File: src/design/gcn_div.sv
// Restoring divider, one quotient bit per cycle, for the fractal normalization.
// Does not use gcn_pkg; widths are local.
module gcn_div (
	input  logic        clk,
	input  logic        arst_n,
	input  logic        start,
	input  logic [39:0] dividend,
	input  logic [19:0] divisor,
	output logic        done,
	output logic [17:0] quotient
);

	logic [39:0] quo_q;
	logic [19:0] dvs_q;
	logic [19:0] rem_q;
	logic [5:0]  cnt_q;
	logic        busy_q;
	logic        done_q;
	logic [20:0] rem_sh;
	logic [20:0] rem_sub;

	assign rem_sh  = {rem_q, quo_q[39]};
	assign rem_sub = rem_sh - {1'b0, dvs_q};

	always_ff @(posedge clk or negedge arst_n) begin
		if (!arst_n) begin
			busy_q <= 1'b0;
			done_q <= 1'b0;
			cnt_q  <= '0;
		end else begin
			done_q <= 1'b0;
			if (start) begin
				busy_q <= 1'b1;
				cnt_q  <= 6'd39;
			end else if (busy_q) begin
				cnt_q <= cnt_q - 6'd1;
				if (cnt_q == 6'd0) begin
					busy_q <= 1'b0;
					done_q <= 1'b1;
				end
			end
		end
	end

	always_ff @(posedge clk) begin
		if (start) begin
			quo_q <= dividend;
			dvs_q <= divisor;
			rem_q <= '0;
		end else if (busy_q) begin
			if (!rem_sub[20]) begin
				rem_q <= rem_sub[19:0];
				quo_q <= {quo_q[38:0], 1'b1};
			end else begin
				rem_q <= rem_sh[19:0];
				quo_q <= {quo_q[38:0], 1'b0};
			end
		end
	end

	assign done     = done_q;
	assign quotient = quo_q[17:0];

endmodule

File: config.mk
export PLATFORM = sky130hd
export DESIGN_NAME = gcn_div
export DESIGN_NICKNAME = d
export VERILOG_FILES = /design/src/design/gcn_div.sv
export SDC_FILE = /design/constraint.sdc
export NUM_CORES = 1
export LEC_CHECK = 0
export ABC_AREA = 1
export BUFFER_PORTS_ARGS = -buffer_cell sky130_fd_sc_hd__buf_2
export CAP_MARGIN = 20
export CORE_MARGIN = 2
export CORE_UTILIZATION = 57
export CTS_BUF_LIST = sky130_fd_sc_hd__clkbuf_16
export CTS_CLUSTER_DIAMETER = 150
export CTS_CLUSTER_SIZE = 14
export DETAILED_ROUTE_END_ITERATION = 10
export PLACE_DENSITY_LB_ADDON = 0.08
export SLEW_MARGIN = 40
export SYNTH_ARGS = -nofsm -noshare
export SYNTH_HDL_FRONTEND = slang
export SYNTH_SLANG_ARGS = --single-unit
File: constraint.sdc
create_clock -name clk -period 2.58 [get_ports clk]
set_clock_uncertainty 0.05 [all_clocks]
set_input_delay 0.516 -clock clk [delete_from_list [all_inputs] [get_ports clk]]
set_output_delay 0.516 -clock clk [all_outputs]
set_load 0.02 [all_outputs]
; Word-level counts from Yosys, hierarchy flattened
; Index checks and enable logic that the tools add are counted.
; Widths: inputs -> output; s select.
[op_classes]
n_div = 0
reduce_logical = 2
magnitude_cmp = 0
mux = 12
add_sub_neg = 2
eq_ne = 0
n_shift = 0
bitwise = 0
multipliers = 0
[op_table]
columns = operator, count
row1 = $mux 40, 2
row2 = $sub 21x20->21, 1
row3 = $mux 20, 1
row4 = $mux 6, 2
row5 = $mux 1, 7
row6 = $logic_not 6->1, 1
row7 = $sub 6x1->6 const B, 1
row8 = $reduce_bool 2->1, 1
[totals]
inputBits = 63
output_inout_bits = 19
register_bits = 88
latch_bits = 0
ramBits = 0
rom_bits = 0
n_memories = 0

; Longest topological paths before layout
[depth]
ltp_word = 4
depth_mapped = 16
mapped_depth_nobuf = 16

; Worst setup path before layout
; No wires, ideal clock.
[synth_path]
path_type = input-to-reg
from = input port start
to = register quo_q[0] (enable)
arrival_ns = 1.709
stages = 3
slack_ns = 0.426
n_path_buf = 1
setup_time_ns = 0.395
cell_sequence = clkbuf_1 nor2_1 inv_1
[synth_between]
elab_chain_cells = 1
[synth_lines]
columns = element, line
row1 = from (decl), 6  ; input logic start,
row2 = $reduce_bool 2->1 (no source line), --
row3 = to (signal assigned), 47  ; quo_q <= dividend;
row4 = to (signal assigned), 53  ; quo_q <= {quo_q[38:0], 1'b1};
row5 = to (signal assigned), 56  ; quo_q <= {quo_q[38:0], 1'b0};
row6 = to (decl), 13  ; logic [39:0] quo_q;
; Every way passes these cells.
; A chain may end at the register's enable or synchronous reset.

; Worst setup path in the final report
[layout_path]
from = register quo_q[39]
to = register quo_q[0], data pin
[layout_between]
elab_chain_cells = 4
[layout_lines]
columns = element, line
row1 = $sub 21x20->21, 23  ; assign rem_sub = rem_sh - {1'b0, dvs_q};
row2 = $mux 1, 51  ; if (!rem_sub[20]) begin
row3 = $mux 40, 50  ; end else if (busy_q) begin
row4 = $mux 40, 46  ; if (start) begin
; Every way passes these cells. The select of a mux whose other input is x is not followed.

==> flow_metrics.py <==
metrics = {
    "global_route": {
        "grt_pass1_vias": 4291,
        "antenna_found_initial": 0,
        "grt_max_degree": 43,
        "grt_use_total_pct": 24.0,
        "grt_remaining_overflow": 0,
        "grt_pass1_wl_um": 19400,
    },
    "sta": {
        "hold_violations": 0,
        "rsz0062_at_grt": "false",
        "holdWs_ns": 0.296,
        "max_freq_ghz": 0.420,
        "setup_ws_ns": 0.202,
        "finalSetupViolations": 0,
        "worstMarginPinSlew_ns": 0.645,
        "period_needed_ns": 2.38,
        "min_period_over_period_pct": 92.2,
        "report.final.slew_viol_count": 0,
        "maxSlewHeadroom_pct": 57.0,
        "tns_ns": 0,
    },
    "clock_network": {
        "cts_buffers": 9,
        "clkTransAtPathRegs_ns": 0.07,
        "clockBufferDepth": 2,
        "htreeDepth": 3,
        "clock_sinks": 88,
        "clock_latency_ns": 0.34,
        "post_cts_buffers": 0,
        "cts-root-buf": "clkbuf_16",
        "cts_tree": "built",
    },
    "worst_setup_path": {
        "critPathMaxStageDelay_ns": 0.45,
        "crit_fanout": 21,
        "end_kind": "register",
        "cp_common_cell": "nand3_1",
        "critical_path_arrival_ns": 2.41,
        "slowest_stage": "fa_1",
        "crit_path_start_kind": "register",
        "path_cells": "inv_1 > ha_1 > fa_1 > inv_1 > nand3_1 > nand3_1 > nand2_1 > nand3_1 > nand2_1 > nand2_4 > o21ai_0",
        "crit_required_ns": 2.61,
        "path_class": "register to register",
    },
    "floorplanning": {
        "die_w_um": 100,
        "chipHeight_um": 100,
        "rows": 35,
        "ios": 82,
        "core_area_um2": 9110,
        "start_util_pct": 57.7,
        "die-area_um2": 10000,
    },
    "layout": {
        "syn_to_final_growth_pct": 12.6,
        "layout_common_cells": "nand2_1, inv_1, buf_2",
        "finish.utilization_pct": 64.9,
        "final_common_cell": "nand2_1",
        "drive_gt1_share_pct": 17.1,
        "antenna_cells": 0,
        "fin_nets": 840,
    },
    "place": {
        "dp_slack_ns": 0.0927,
        "place.gp.congestion": 1.01,
        "hpwl_um": 7980,
        "portBuffers": 81,
    },
    "synth": {
        "netlist_area_um2": 5250,
        "yosys_register_bits": 88,
        "synth_edf_count": 60,
        "yosysUniqueCellTypes": 32,
        "synth_warnings": 0,
        "synthArstFlopShare_pct": 9.09,
        "synth-main-ff-cell": "edfxtp_1",
        "syn_nets": 775,
        "synth_area_per_cell_um2": 7.63,
        "synthCells": 689,
        "yosysSeqAreaShare_pct": 45.7,
    },
    "route": {
        "dr.pass1.iters": 6,
        "ant_nets": 0,
        "finalWirelength_um": 11300,
        "avgRoutedWirePerCell_um": 13.0,
        "drc": 0,
        "dr.first_iter.drc_count": 189,
        "via_per_inst": 5.00,
        "vias": 4349,
    },
    "pwr": {
        "intPower_mw": 3.16,
        "p_leak_nw": 3.17,
        "netSwitchingFraction_pct": 38.2,
        "clock_power_share_pct": 25.9,
        "ir_worst_vdd_mv": 0.424,
        "p_sw_mw": 1.95,
        "pwr_density_cell_nw_per_um2": 865,
        "pwr-share-comb_pct": 38.0,
        "seq_power_share_pct": 36.1,
    },
    "worst_hold_path": {
        "hp-class": "input pin to register",
    },
    "flow_run": {
        "cap_viol_max_count": 0,
    },
    "status": {
        "status": "finished clean",
    },
}
[worst max-delay path: cells and delay by family, from the launching register on]
| kind | cells | cell delay, ns |
|---|---|---|
| simple gates | 6 | 0.82 |
| flops | 1 | 0.32 |
| buf+inv | 2 | 0.15 |
| compound gates | 1 | 0.11 |
| fa+ha+maj | 2 | 0.68 |
[metal layers]
| layer | global-route usage, % | vias up | part of all wire (%) |
|---|---|---|---|
| met5 | 0 | - | 0 |
| met4 | 7.38 | 0 | 1.5 |
| met3 | 4.81 | 15 | 5.1 |
| met2 | 40.9 | 122 | 49 |
| met1 | 31.0 | 1959 | 44 |
| li1 | - | 2253 | - |
[repair_timing]
item                                    in CTS  in global routing
endpoints found under the setup margin       0                 20
gates resized for setup                      0                  1
hold buffers                                 1                  0
hold endpoints to repair                     8                  0
[final timing paths]
kind                            start  endpoint  slack (ns)  cells after the start
hold / removal             divisor[8]  dvs_q[8]        0.30                      1
hold reg to reg              rem_q[3]  rem_q[3]        0.42                      2
setup / recovery            quo_q[39]  quo_q[0]        0.20                     11
setup reg to reg            quo_q[39]  quo_q[0]        0.20                     11
min in group asynchronous      arst_n    busy_q        0.51                      2
max in group asynchronous      arst_n  cnt_q[5]        1.81                      2
[area by class of cell]
type | instances | area, um^2
Clock buffer | 9 | 225
Clock inverter | 7 | 71.3
Fill cell | 817 | 3190
Inverter | 101 | 379
Multi-Input combinational cell | 466 | 2240
Sequential cell | 88 | 2400
Tap cell | 111 | 139
Timing Repair Buffer | 88 | 460
[state kept, by name (all words and copies together) (netlist names)]
name and flops:
cnt_q 6, done 1, rem_q 20, quo_q 40
busy_q 1, dvs_q 20
[logic make-up after synthesis]
kind of cell / share of synthesized area [%]
XOR/XNOR: 1.67
AND/OR/NAND/NOR: 32.4
buffers and inverters: 11.8
adder cells (fa/ha/maj): 5.62
flip-flops: 45.7
AO/OA/AOI/OAI: 2.83
[per-stage QoR]
step	cells	total power, mW	cell area, um^2
2_1_floorplan	689	3.45	5250
3_3_place_gp	853	3.73	5600
3_5_place_dp	853	3.78	5600
4_1_cts	870	5.12	5910
5_1_grt	870	5.48	5910
6_report	870	5.12	5910
[synth_stat cells, types with 7 or more instances]
| cell type | instances | share of area, % |
|---|---|---|
| a21oi_1 | 14 | 1.3 |
| nand3_1 | 32 | 3.0 |
| inv_1 | 100 | 7.1 |
| ha_1 | 22 | 5.2 |
| buf_4 | 19 | 2.7 |
| nand3_2 | 8 | 1.5 |
| dfxtp_1 | 20 | 7.6 |
| nor3_1 | 7 | 0.67 |
| edfxtp_1 | 60 | 34 |
| nand2_2 | 15 | 1.8 |
| nor2_1 | 35 | 2.5 |
| o21ai_0 | 7 | 0.67 |
| nand2_1 | 297 | 21 |
| dfrtp_1 | 8 | 3.8 |
| clkbuf_1 | 9 | 0.64 |
[power groups by stage]
| stage | logic (mW) | registers (mW) | clock network, mW |
|---|---|---|---|
| floorplan | 1.61 | 1.84 | 0 |
| global placement | 1.86 | 1.87 | 0 |
| detailed placement | 1.91 | 1.87 | 0 |
| CTS | 1.93 | 1.85 | 1.34 |
| global route | 2.22 | 1.87 | 1.39 |
| finish | 1.94 | 1.85 | 1.33 |
(Power assumes the default switching activity.)
