File: src/design/gcn_isqrt.sv
// Digit-by-digit integer square root of a 32-bit value, one root bit per cycle.
// Used for the cellular distance; it uses no package items.
module gcn_isqrt (
	input  logic        clk,
	input  logic        arst_n,
	input  logic        start,
	input  logic [31:0] radicand,
	output logic        done,
	output logic [15:0] root
);

	logic [31:0] val_q;
	logic [16:0] rem_q;
	logic [15:0] root_q;
	logic [3:0]  cnt_q;
	logic        busy_q;
	logic        done_q;
	logic [18:0] rem_sh;
	logic [18:0] trial;
	logic [18:0] diff;

	assign rem_sh = {rem_q, val_q[31:30]};
	assign trial  = {1'b0, root_q, 2'b01};
	assign diff   = rem_sh - trial;

	always_ff @(posedge clk or negedge arst_n) begin
		if (!arst_n) begin
			busy_q <= 1'b0;
			done_q <= 1'b0;
			cnt_q  <= '0;
		end else begin
			done_q <= 1'b0;
			if (start) begin
				busy_q <= 1'b1;
				cnt_q  <= 4'd15;
			end else if (busy_q) begin
				cnt_q <= cnt_q - 4'd1;
				if (cnt_q == 4'd0) begin
					busy_q <= 1'b0;
					done_q <= 1'b1;
				end
			end
		end
	end

	always_ff @(posedge clk) begin
		if (start) begin
			val_q  <= radicand;
			rem_q  <= '0;
			root_q <= '0;
		end else if (busy_q) begin
			val_q <= {val_q[29:0], 2'b00};
			if (rem_sh >= trial) begin
				rem_q  <= diff[16:0];
				root_q <= {root_q[14:0], 1'b1};
			end else begin
				rem_q  <= rem_sh[16:0];
				root_q <= {root_q[14:0], 1'b0};
			end
		end
	end

	assign done = done_q;
	assign root = root_q;

endmodule

File: config.mk
export PLATFORM = sky130hd
export DESIGN_NAME = gcn_isqrt
export DESIGN_NICKNAME = d
export VERILOG_FILES = /design/src/design/gcn_isqrt.sv
export SDC_FILE = /design/constraint.sdc
export NUM_CORES = 1
export LEC_CHECK = 0
export ABC_AREA = 1
export BUFFER_PORTS_ARGS = -buffer_cell sky130_fd_sc_hd__buf_2
export CAP_MARGIN = 20
export CORE_MARGIN = 4
export CORE_UTILIZATION = 63
export CTS_CLUSTER_SIZE = 8
export DETAILED_ROUTE_END_ITERATION = 16
export HOLD_SLACK_MARGIN = 0.03
export PLACE_DENSITY = 0.87
export SETUP_SLACK_MARGIN = 0.5
export SLEW_MARGIN = 20
export SYNTH_ARGS = -nofsm -noshare
export SYNTH_HDL_FRONTEND = slang
export SYNTH_SLANG_ARGS = --single-unit
File: constraint.sdc
create_clock -name clk -period 3.2 [get_ports clk]
set_input_delay 0.16 -clock clk [delete_from_list [all_inputs] [get_ports clk]]
set_output_delay 0.16 -clock clk [all_outputs]
set_load 0.1 [all_outputs]
Word level (Yosys, flattened, before mapping)
Index checks and enable logic that the tools add are counted.

Flip-flop bits (word level): 71. Output and inout bits: 17.

Add/sub/neg operators: 2. Magnitude comparators: 1. Muxes and demuxes: 12. Reductions and logical operators: 2.

Operator list (number): two-way mux 32 bit (2); greater-or-equal comparator 19 x 18 -> 1 bit (1); two-way mux 17 bit (1); subtractor 17 bit (1); two-way mux 4 bit (2); two-way mux 1 bit (7); zero test 4 bit (1); subtractor 4 x 1 -> 4 bit (second input constant) (1); nonzero test 2 bit (1).

Logic depth before layout (Yosys ltp)
Gate-level depths: netlist (run 1).

Depth in word-level cells: 4. Gate-level depth with buffers: 15.

Worst setup path after synthesis (run 1)
OpenSTA, ideal clock, no wires.

Kind: reg2reg. Start: register root_q[8] (netlist: root[8]). End: register rem_q[14]. Library setup time: 0.113 ns. Data arrival time: 2.492 ns. Path slack: 0.595 ns. Cell stages (with the launch flop): 13. Buffers on the path: 1. Cell sequence: dfxtp_1 > inv_1 > ha_1 > a21oi_1 > nand2_1 > inv_2 > nand3_2 > nand2_2 > nand2_4 > buf_6 > or2_1 > nand3_1 > nand2_1.

Cells in the longest elaborated chain, start to end: 2.

RTL lines: start: declaration (RTL line 14) `logic [15:0] root_q;`; start signal: assignment (RTL line 55) `root_q <= {root_q[14:0], 1'b1};`; start signal: assignment (RTL line 58) `root_q <= {root_q[14:0], 1'b0};`; subtractor 17 bit or greater-or-equal comparator 19 x 18 -> 1 bit (tied branches) (RTL line 24, 53); two-way mux 17 bit (*) (RTL line 53) `if (rem_sh >= trial) begin`; end signal: assignment (RTL line 54) `rem_q <= diff[16:0];`; end signal: assignment (RTL line 57) `rem_q <= rem_sh[16:0];`; end: declaration (RTL line 13) `logic [16:0] rem_q;`.

Mark *: on every way between the ends. The rest lies on a longest branch, timed or not. A chain may end at the register's enable or synchronous reset.

Final worst setup path (run 1)
Start: register root_q[12] (netlist: root[12]). End: register rem_q[9].

Cells in the longest elaborated chain, start to end: 2.

RTL lines (RTL line): greater-or-equal comparator 19 x 18 -> 1 bit (53); two-way mux 17 bit (53).

No other way between the ends.

==> reports/summary.txt, run 1 <==
================================================================================
Status ............................................................ finished clean
Clock Path Buffers ................................................            2
Initial standard-cell utilization of the core .....................        66.3%
Fraction of synthesized cell area taken by the top area cell type .        23.9%
Fillcell total ....................................................          500
Total track usage .................................................        25.1%
Core occupancy in the finished layout .............................        74.3%
Number of endpoints failing setup at the final stage ..............            0
Post-synthesis cell count .........................................          543
Clock-pin transition on the worst setup and hold timing paths .....      0.08 ns
Latest clock arrival within the worst-skew pair ...................      0.35 ns
DRC violation total after the first TritonRoute iteration .........          255
P_leak ............................................................      2.37 nW
Total grt overflow ................................................            0
Max-Slew Margin vs Limit ..........................................        56.3%
Final GP Congestion ...............................................        0.983
Vias in the first global route ....................................         3300
Count of inserted antenna diode cells .............................            0
Detail Route Antenna Nets .........................................            0
Area overhead of the layout relative to synthesis .................        12.0%
Required time at the endpoint of the critical path ................      3.44 ns
Final routed DRC violation total ..................................            0
Final Max Slew Viols ..............................................            0
Crit path capture type ............................................     register
Router iterations before antenna repair ...........................            7
Final-report hold violation count .................................            0
Buffer cell driving the clock tree root ...........................     clkbuf_8
Distinct cell type count after synthesis ..........................           37
Setup slack of the worst register-to-register path ................      0.78 ns
Top-level I/O count ...............................................           52
Resize count post-CTS .............................................            0
Post-detailed-route via-to-cell ratio .............................         5.33
Die footprint .....................................................     7720 µm²
Sum Neg Setup Slack ...............................................         0 ns
Summed instance area of the synthesized netlist ...................     4020 µm²
Maximum fanout count along the critical path ......................           21
Portion of the post-synthesis area used by sequential elements ....        44.1%
Ratio of cells with drive above 1 in the final layout .............        14.4%
Die Span Y ........................................................      87.9 µm
Commonest non-fill, non-tap cell in the layout ....................      nand2_1
Final-stage net count .............................................          645
Final critical-path share of the clock period .....................        75.6%
Routed length per placed instance .................................      13.4 µm
Transition time of the tightest slew-check pin ....................     0.655 ns
Yosys synthesis warning count .....................................            0
First-pass GRT wire length ........................................      15.1 mm
HPWL after detailed placement .....................................      6.74 mm
Maximum achievable frequency ......................................      413 MHz
Core Box Area .....................................................     6060 µm²
Port Buf Inserts ..................................................           51
Share of async-settable or async-resettable flops after synthesis .        8.45%
Clock buffers created by TritonCTS ................................            9
Number of H-tree levels ...........................................            3
Top area cells in the synthesized netlist ......................... edfxtp_1 24%, nand2_1 19%, dfxtp_1 16%
Width of the chip .................................................      87.9 µm
Number of antenna violations at the first check in global routing .            0
Total vias in the final route .....................................         3579
Crit path kind ....................................................      reg2reg
Pwr Total .........................................................    0.00407 W
Post-placement cell area ..........................................     4300 µm²
Synth Net Count ...................................................          597
Number of core rows ...............................................           28
Sink count of the clock tree ......................................           71
Leading area contributor after synthesis ..........................     edfxtp_1
Max Cap Violations ................................................            0
Power density over the cells ......................................   903 nW/µm²
Number of synthesized register bits ...............................           71
Clock tree from TritonCTS .........................................         done
Synth Flop Type ...................................................      dfxtp_1
Per-instance average area after synthesis .........................     7.40 µm²
Post-synth EDFFs ..................................................           32
Min cycle time layout .............................................      2.42 ns
Kind of launch point of the worst setup path ......................     register
Total wire length .................................................      9.01 mm
Most frequent cells in the layout ................................. 207 x nand2_1, 68 x inv_1, 51 x buf_2, 34 x nand3_1, 33 x dfxtp_1
Worst clock skew ..................................................    0.0111 ns
Maximum number of pins on one net before global-route repair ......           48
Data arrival time of the critical path ............................      2.65 ns
Post-route cell area ..............................................     4500 µm²
Worst IR Drop VDD .................................................     0.734 mV
Worst min path class ..............................................       in2reg
Setup repair after global routing missed its margin ...............        false
================================================================================
-- power by group --
part           leakage [nW]  switching (W)  internal, W  total, W
Clock                0.0981       0.000337     0.000359  0.000697
Sequential            0.686       0.000104      0.00109   0.00119
Combinational          1.59        0.00141     0.000764   0.00218
-- per-layer routing --
metal | track usage [%] | wire (µm)
met1 | 34.1 | 3990
met2 | 39.3 | 4230
met3 | 4.70 | 548
met4 | 11.0 | 245
met5 | 0 | 0
-- metrics by stage --
stage / worst slack (ns) / hold slack, ns / instances
after CTS: 0.819 / 0.0654 / 671
after global placement: 0.864 / -0.0143 / 654
after detailed placement: 0.859 / -0.00870 / 654
after floorplan: 0.595 / -0.136 / 543
after global routing: 0.617 / 0.0716 / 671
final: 0.781 / 0.0785 / 671
-- cells in the mapped netlist (3+ instances only) --
library cell / n
nand4_1: 15
ha_1: 19
buf_2: 3
nor2_1: 30
nand2_1: 207
edfxtp_1: 32
nor3_1: 5
o22ai_1: 15
nand2_2: 6
inv_1: 68
xor2_1: 4
dfrtp_1: 6
nand3_1: 34
buf_1: 5
o21ai_0: 9
clkbuf_1: 7
nor2_2: 3
xnor2_1: 4
dfxtp_1: 33
a21oi_1: 15
-- worst max-delay path, stage by stage (launching register included) --
cell and delay (ns):
dfxtp_1 0.33, inv_1 0.07, ha_1 0.38, a21oi_1 0.24
a21oi_1 0.13, nor2_2 0.45, nand2_4 0.25, or2_2 0.33
nand3_1 0.08, nand2_1 0.06
-- timing repair --
action / in CTS / in global routing
endpoints found under the hold margin: 6 / 0
buffers inserted: 0 / 0
hold buffers: 1 / 0
-- sequential cells by signal, indices dropped and copies added (netlist names) --
register,flops
root,16
rem_q,17
busy_q,1
done,1
val_q,32
cnt_q,4
-- worst paths after layout --
| kind | from | end | depth (start not counted) |
|---|---|---|---|
| max | root[12]$_SDFFE_PP0P_ | rem_q[9]$_SDFFE_PP0P_ | 9 |
| min | radicand[21] | val_q[21]$_DFFE_PP_ | 3 |
| min in group asynchronous | arst_n | done$_DFF_PN0_ | 2 |
| min reg2reg | rem_q[6]$_SDFFE_PP0P_ | rem_q[6]$_SDFFE_PP0P_ | 2 |
| max in group asynchronous | arst_n | cnt_q[2]$_DFFE_PN0P_ | 2 |
| max reg2reg | root[12]$_SDFFE_PP0P_ | rem_q[9]$_SDFFE_PP0P_ | 9 |
-- layout make-up --
cell class	instances	area, µm²	share of cell area (%)
inverters	72	270	6.00
multi-input cells	382	1890	42.0
clock buffers	10	128	2.83
repair buffers	55	288	6.39
well taps	75	93.8	2.08
flip-flops and latches	71	1770	39.3
clock inverters	6	61.3	1.36
-- cells by family (layout without fill, tap and decap cells) --
kind of cell | after synthesis | after routing | synth area share (%)
AOI/OAI and AO/OA | 45 | 45 | 6.54
xor gates and xnor gates | 8 | 8 | 1.74
adders and majority gates | 19 | 19 | 5.92
buffers and inverters | 90 | 143 | 8.87
DFF | 71 | 71 | 44.1
and+or+nand+nor | 310 | 310 | 32.8
(Power assumes the default switching activity.)
==> run 2: changes to the inputs <==
Settings changed: CORE_UTILIZATION 63 to 52, PLACE_DENSITY 0.87 to 0.77.
Clock period 3.2 ns to 2.2 ns, I/O delays scaled along.
==> run 2 against run 1 <==
Net effect:
- clock skew shrank 0.0035 ns
- sequential power rose by 50%
- sequential share of layout area shrank 6.3 points
- final area grew 25%
- cell count is 12% higher
- maximum frequency grew 29%
- die area rose by 19%
- critical path type unchanged
- critical endpoint is now rem_q[1]$_SDFFE_PP0P_
- largest power group unchanged
==> reports/summary.txt, run 2 (synthesis results as in run 1) <==
================================================================================
FF/Latch Area .....................................................     1850 µm²
Status ............................................................ finished clean
Clock Path Buffers ................................................            2
Final Max Slew Viols ..............................................            0
Maximum fanout count along the critical path ......................            6
Number of H-tree levels ...........................................            3
Vias in the first global route ....................................         4024
P_leak ............................................................      2.72 nW
Initial standard-cell utilization of the core .....................        54.5%
Final-stage net count .............................................          700
Sum Neg Setup Slack ...............................................         0 ns
Clock-pin transition on the worst setup and hold timing paths .....      0.09 ns
Area overhead of the layout relative to synthesis .................        39.5%
Instance count along the most critical hold path ..................            3
Commonest non-fill, non-tap cell in the layout ....................      nand2_1
Fillcell total ....................................................          523
DRC violation total after the first TritonRoute iteration .........          306
Total vias in the final route .....................................         4038
Setup slack of the worst register-to-register path ................      0.32 ns
Latest clock arrival within the worst-skew pair ...................      0.35 ns
Final routed DRC violation total ..................................            0
Width of the chip .................................................      95.9 µm
Number of endpoints failing setup at the final stage ..............            0
Die Span Y ........................................................      95.9 µm
Power density over the cells ......................................  1370 nW/µm²
Kind of launch point of the worst setup path ......................     register
Count of inserted antenna diode cells .............................            0
Total wire length .................................................      11.4 mm
Ratio of cells with drive above 1 in the final layout .............        35.5%
Die footprint .....................................................     9200 µm²
Max-Slew Margin vs Limit ..........................................        67.5%
Worst min-delay path endpoint ..................................... val_q[5]$_DFFE_PP_
Router iterations before antenna repair ...........................            5
Crit path kind ....................................................      reg2reg
Post-detailed-route via-to-cell ratio .............................         5.38
Final-report hold violation count .................................            0
Area used by multi-input combinational logic ......................     2340 µm²
Critical register-to-register path startpoint ..................... root[9]$_SDFFE_PP0P_
Number of antenna violations at the first check in global routing .            0
Routed length per placed instance .................................      15.2 µm
Port Buf Inserts ..................................................           51
Sink count of the clock tree ......................................           71
Core Box Area .....................................................     7370 µm²
Worst IR Drop VDD .................................................     0.584 mV
Setup repair after global routing missed its margin ...............         true
Total grt overflow ................................................            0
Register bank with the most flops .................................        val_q
Detail Route Antenna Nets .........................................            0
Start point of the worst min-delay path ...........................  radicand[5]
Worst clock skew ..................................................   0.00768 ns
Most frequent cells in the layout ................................. 187 x nand2_1, 51 x buf_2, 49 x inv_1, 35 x buf_4, 32 x edfxtp_1
Critical register-to-register path endpoint ....................... rem_q[1]$_SDFFE_PP0P_
Final GP Congestion ...............................................         1.01
Clock buffers created by TritonCTS ................................            9
Maximum number of pins on one net before global-route repair ......           33
HPWL after detailed placement .....................................      7.01 mm
Largest register FFs ..............................................           32
Top-level I/O count ...............................................           52
Transition time of the tightest slew-check pin ....................     0.485 ns
Required time at the endpoint of the critical path ................      2.44 ns
Worst-case reg-to-reg path depth ..................................           11
First-pass GRT wire length ........................................      18.5 mm
Core occupancy in the finished layout .............................        76.1%
Final critical-path share of the clock period .....................        85.4%
Data arrival time of the critical path ............................      2.12 ns
Clock tree from TritonCTS .........................................         done
Worst min path class ..............................................       in2reg
Buffer cell driving the clock tree root ...........................     clkbuf_8
Crit path capture type ............................................     register
Max Cap Violations ................................................            0
Number of core rows ...............................................           31
Maximum achievable frequency ......................................      532 MHz
Min cycle time layout .............................................      1.88 ns
Total track usage .................................................        26.2%
================================================================================
-- run 2: cell types whose count changed in the layout (fill, tap and decap cells not counted), sizes merged --
cell,delta
buf,+35
bufinv,+1
clkbuf,-1
clkinv,-3
clkinvlp,+1
dlygate4sd3,+19
inv,+2
nand2,+1
-- run 2: repair_timing --
item	4_1_cts	5_1_grt
pin swaps	16	5
cloned	2	0
hold buffers	20	0
hold endpoints to repair	25	0
endpoints found under the setup margin	18	18
buffers inserted	21	5
resized for setup	58	14
-- run 2: worst max path at each step --
| stage | start | to | slack (ns) | cells past startpoint |
|---|---|---|---|---|
| finish | root[9]$_SDFFE_PP0P_ | rem_q[1]$_SDFFE_PP0P_ | 0.32 | 11 |
| detailed placement | root[3]$_SDFFE_PP0P_ | rem_q[8]$_SDFFE_PP0P_ | 0.26 | 11 |
| global placement | root[3]$_SDFFE_PP0P_ | rem_q[8]$_SDFFE_PP0P_ | 0.31 | 11 |
| CTS | root[14]$_SDFFE_PP0P_ | rem_q[1]$_SDFFE_PP0P_ | 0.38 | 10 |
| global route | root[9]$_SDFFE_PP0P_ | rem_q[1]$_SDFFE_PP0P_ | 0.24 | 11 |
| floorplan | root[3]$_SDFFE_PP0P_ | rem_q[14]$_SDFFE_PP0P_ | 0.31 | 12 |
-- run 2: per-layer routing --
layer	GRT usage (%)	part of all wire, %	routed length, µm	vias up
met3	3.91	6.1	700	41
met2	45.7	50	5740	182
met5	0	0	0	-
li1	-	-	-	1960
met4	11.6	3.2	366	0
met1	31.9	40	4610	1855
-- run 2: critical path, stage by stage (launching register included) --
cell and delay (ns):
dfxtp_4 0.36, inv_4 0.04, ha_4 0.25, nand2_4 0.09
nor2_4 0.05, nand2_2 0.08, o21bai_4 0.07, nor2_4 0.27
nand2_4 0.15, buf_6 0.17, o211ai_1 0.15, nand2_1 0.07
-- run 2: final cells by class --
class / count / share of cell area [%]
clock inverters: 7 / 1.83
well taps: 99 / 2.21
clock buffers: 9 / 2.21
multi-input cells: 383 / 41.8
flip-flops and latches: 71 / 33.0
inverters: 72 / 5.53
repair buffers: 109 / 13.4
-- run 2: stage by stage --
stage	instances	area [µm²]	hold WS [ns]	power, W	setup slack [ns]
after floorplan	543	4370	-0.186	0.00462	0.305
after global placement	686	4740	-0.0621	0.00524	0.307
after detailed placement	686	4740	-0.0596	0.00528	0.263
after CTS	745	5520	0.0319	0.00732	0.383
after global routing	750	5610	0.0318	0.00815	0.236
final	750	5610	0.0345	0.00767	0.320
-- run 2: power breakdown --
group,internal (W),total [W],switching (W)
Clock,0.000653,0.00122,0.000565
Sequential,0.00160,0.00179,0.000194
Combinational,0.00193,0.00466,0.00273
==> run 3: changes to the inputs <==
Settings changed: CORE_ASPECT_RATIO set to 1.25.
==> run 3 against run 2 <==
Net effect:
- combinational power about the same
- wire length is 2.9% lower
- first-iteration DRC count down 11%
- clock skew increased by 0.0045 ns
==> reports/summary.txt, run 3 (synthesis results as in run 1) <==
================================================================================
Initial standard-cell utilization of the core .....................        54.0%
Largest register FFs ..............................................           32
Number of core rows ...............................................           35
Final Max Slew Viols ..............................................            0
Status ............................................................ finished clean
P_leak ............................................................      2.66 nW
Final-report hold violation count .................................            0
Ratio of cells with drive above 1 in the final layout .............        34.6%
DRC violation total after the first TritonRoute iteration .........          273
Setup repair after global routing missed its margin ...............         true
Transition time of the tightest slew-check pin ....................     0.521 ns
Min cycle time layout .............................................      1.94 ns
Count of inserted antenna diode cells .............................            0
Latest clock arrival within the worst-skew pair ...................      0.36 ns
Kind of launch point of the worst setup path ......................     register
Final GP Congestion ...............................................        0.899
Final routed DRC violation total ..................................            0
Port Buf Inserts ..................................................           51
Die Span Y ........................................................       106 µm
Core Box Area .....................................................     7440 µm²
Most frequent cells in the layout ................................. 186 x nand2_1, 52 x buf_2, 50 x inv_1, 32 x edfxtp_1, 28 x nand3_1
Total vias in the final route .....................................         3963
Data arrival time of the critical path ............................      2.18 ns
Register bank with the most flops .................................        val_q
Detail Route Antenna Nets .........................................            0
Clock buffers created by TritonCTS ................................            9
Power density over the cells ......................................  1350 nW/µm²
Max Cap Violations ................................................            0
Width of the chip .................................................      86.6 µm
Maximum fanout count along the critical path ......................            6
First-pass GRT wire length ........................................      18.2 mm
Number of antenna violations at the first check in global routing .            0
Worst hold margin .................................................    0.0288 ns
Worst min path class ..............................................       in2reg
Area used by multi-input combinational logic ......................     2350 µm²
Top-level I/O count ...............................................           52
Worst IR Drop VDD .................................................     0.742 mV
Total wire length .................................................      11.1 mm
Crit path kind ....................................................      reg2reg
Final-stage net count .............................................          690
Setup slack of the worst register-to-register path ................      0.26 ns
Clock-pin transition on the worst setup and hold timing paths .....      0.09 ns
Sum Neg Setup Slack ...............................................         0 ns
Number of H-tree levels ...........................................            3
Die footprint .....................................................     9210 µm²
Sink count of the clock tree ......................................           71
HPWL after detailed placement .....................................      7.18 mm
Max-Slew Margin vs Limit ..........................................        65.5%
Fillcell total ....................................................          549
Post-detailed-route via-to-cell ratio .............................         5.41
Worst clock skew ..................................................    0.0121 ns
Required time at the endpoint of the critical path ................      2.44 ns
Maximum achievable frequency ......................................      516 MHz
Number of endpoints failing setup at the final stage ..............            0
Commonest non-fill, non-tap cell in the layout ....................      nand2_1
Clock tree from TritonCTS .........................................         done
Router iterations before antenna repair ...........................            6
Crit path capture type ............................................     register
Vias in the first global route ....................................         3920
Clock Path Buffers ................................................            2
Total grt overflow ................................................            0
FF/Latch Area .....................................................     1850 µm²
Final critical-path share of the clock period .....................        88.1%
Area overhead of the layout relative to synthesis .................        36.5%
Routed length per placed instance .................................      15.1 µm
Total track usage .................................................        24.9%
Buffer cell driving the clock tree root ...........................     clkbuf_8
Maximum number of pins on one net before global-route repair ......           41
================================================================================
## run 3: layer usage
layer | routed length [µm] | track usage, %
met4 | 476 | 13.6
met2 | 5530 | 40.8
met1 | 4420 | 29.8
met3 | 664 | 5.74
met5 | 0 | 0
## run 3: stage by stage
stage / util [%] / total power, W / area (µm²) / setup slack (ns) / std cells
floorplan: - / 0.00462 / 4370 / 0.305 / 543
global placement: 63.7 / 0.00523 / 4750 / 0.294 / 679
detailed placement: 63.7 / 0.00529 / 4750 / 0.263 / 679
CTS: 71.6 / 0.00689 / 5330 / 0.369 / 728
global route: 73.7 / 0.00791 / 5480 / 0.202 / 733
finish: 73.7 / 0.00741 / 5480 / 0.261 / 733
## run 3: layout make-up
type,instances,area share (%)
sequential,71,33.8
clock inverter,7,0.867
multi-input combinational,383,42.9
inverter,72,5.66
timing repair buffer,99,12.5
tap,92,2.10
clock buffer,9,2.26
## run 3: repair_timing
| action | 4_1_cts | 5_1_grt |
|---|---|---|
| pin swaps | 20 | 19 |
| setup endpoints to repair | 18 | 18 |
| gates resized for setup | 44 | 30 |
| setup buffers | 15 | 4 |
| hold buffers | 16 | 1 |
| cloned | 2 | 0 |
| endpoints found under the hold margin | 21 | 1 |
## run 3: final timing paths
kind / start / end / cells after the start
setup reg to reg: root[0]$_SDFFE_PP0P_ / rem_q[1]$_SDFFE_PP0P_ / 11
min in group asynchronous: arst_n / cnt_q[1]$_DFFE_PN0P_ / 2
hold reg to reg: rem_q[1]$_SDFFE_PP0P_ / rem_q[1]$_SDFFE_PP0P_ / 2
max in group asynchronous: arst_n / cnt_q[2]$_DFFE_PN0P_ / 2
setup / recovery: root[0]$_SDFFE_PP0P_ / rem_q[1]$_SDFFE_PP0P_ / 11
hold / removal: radicand[17] / val_q[17]$_DFFE_PP_ / 3
## run 3: critical path: stages (launching register included)
cell and delay (ns):
dfxtp_4 0.36, inv_4 0.04, ha_4 0.24, a21oi_2 0.16, nand2_2 0.14, nand3_4 0.12, nand3_4 0.12, nand2_8 0.13
nand2_4 0.09, buf_6 0.15, o211ai_1 0.22, nand2_1 0.08
## run 3: power breakdown
| group | switching (W) | internal (W) |
|---|---|---|
| clock | 0.000550 | 0.000411 |
| combinational | 0.00276 | 0.00190 |
| sequential | 0.000187 | 0.00160 |
| total | 0.00349 | 0.00391 |
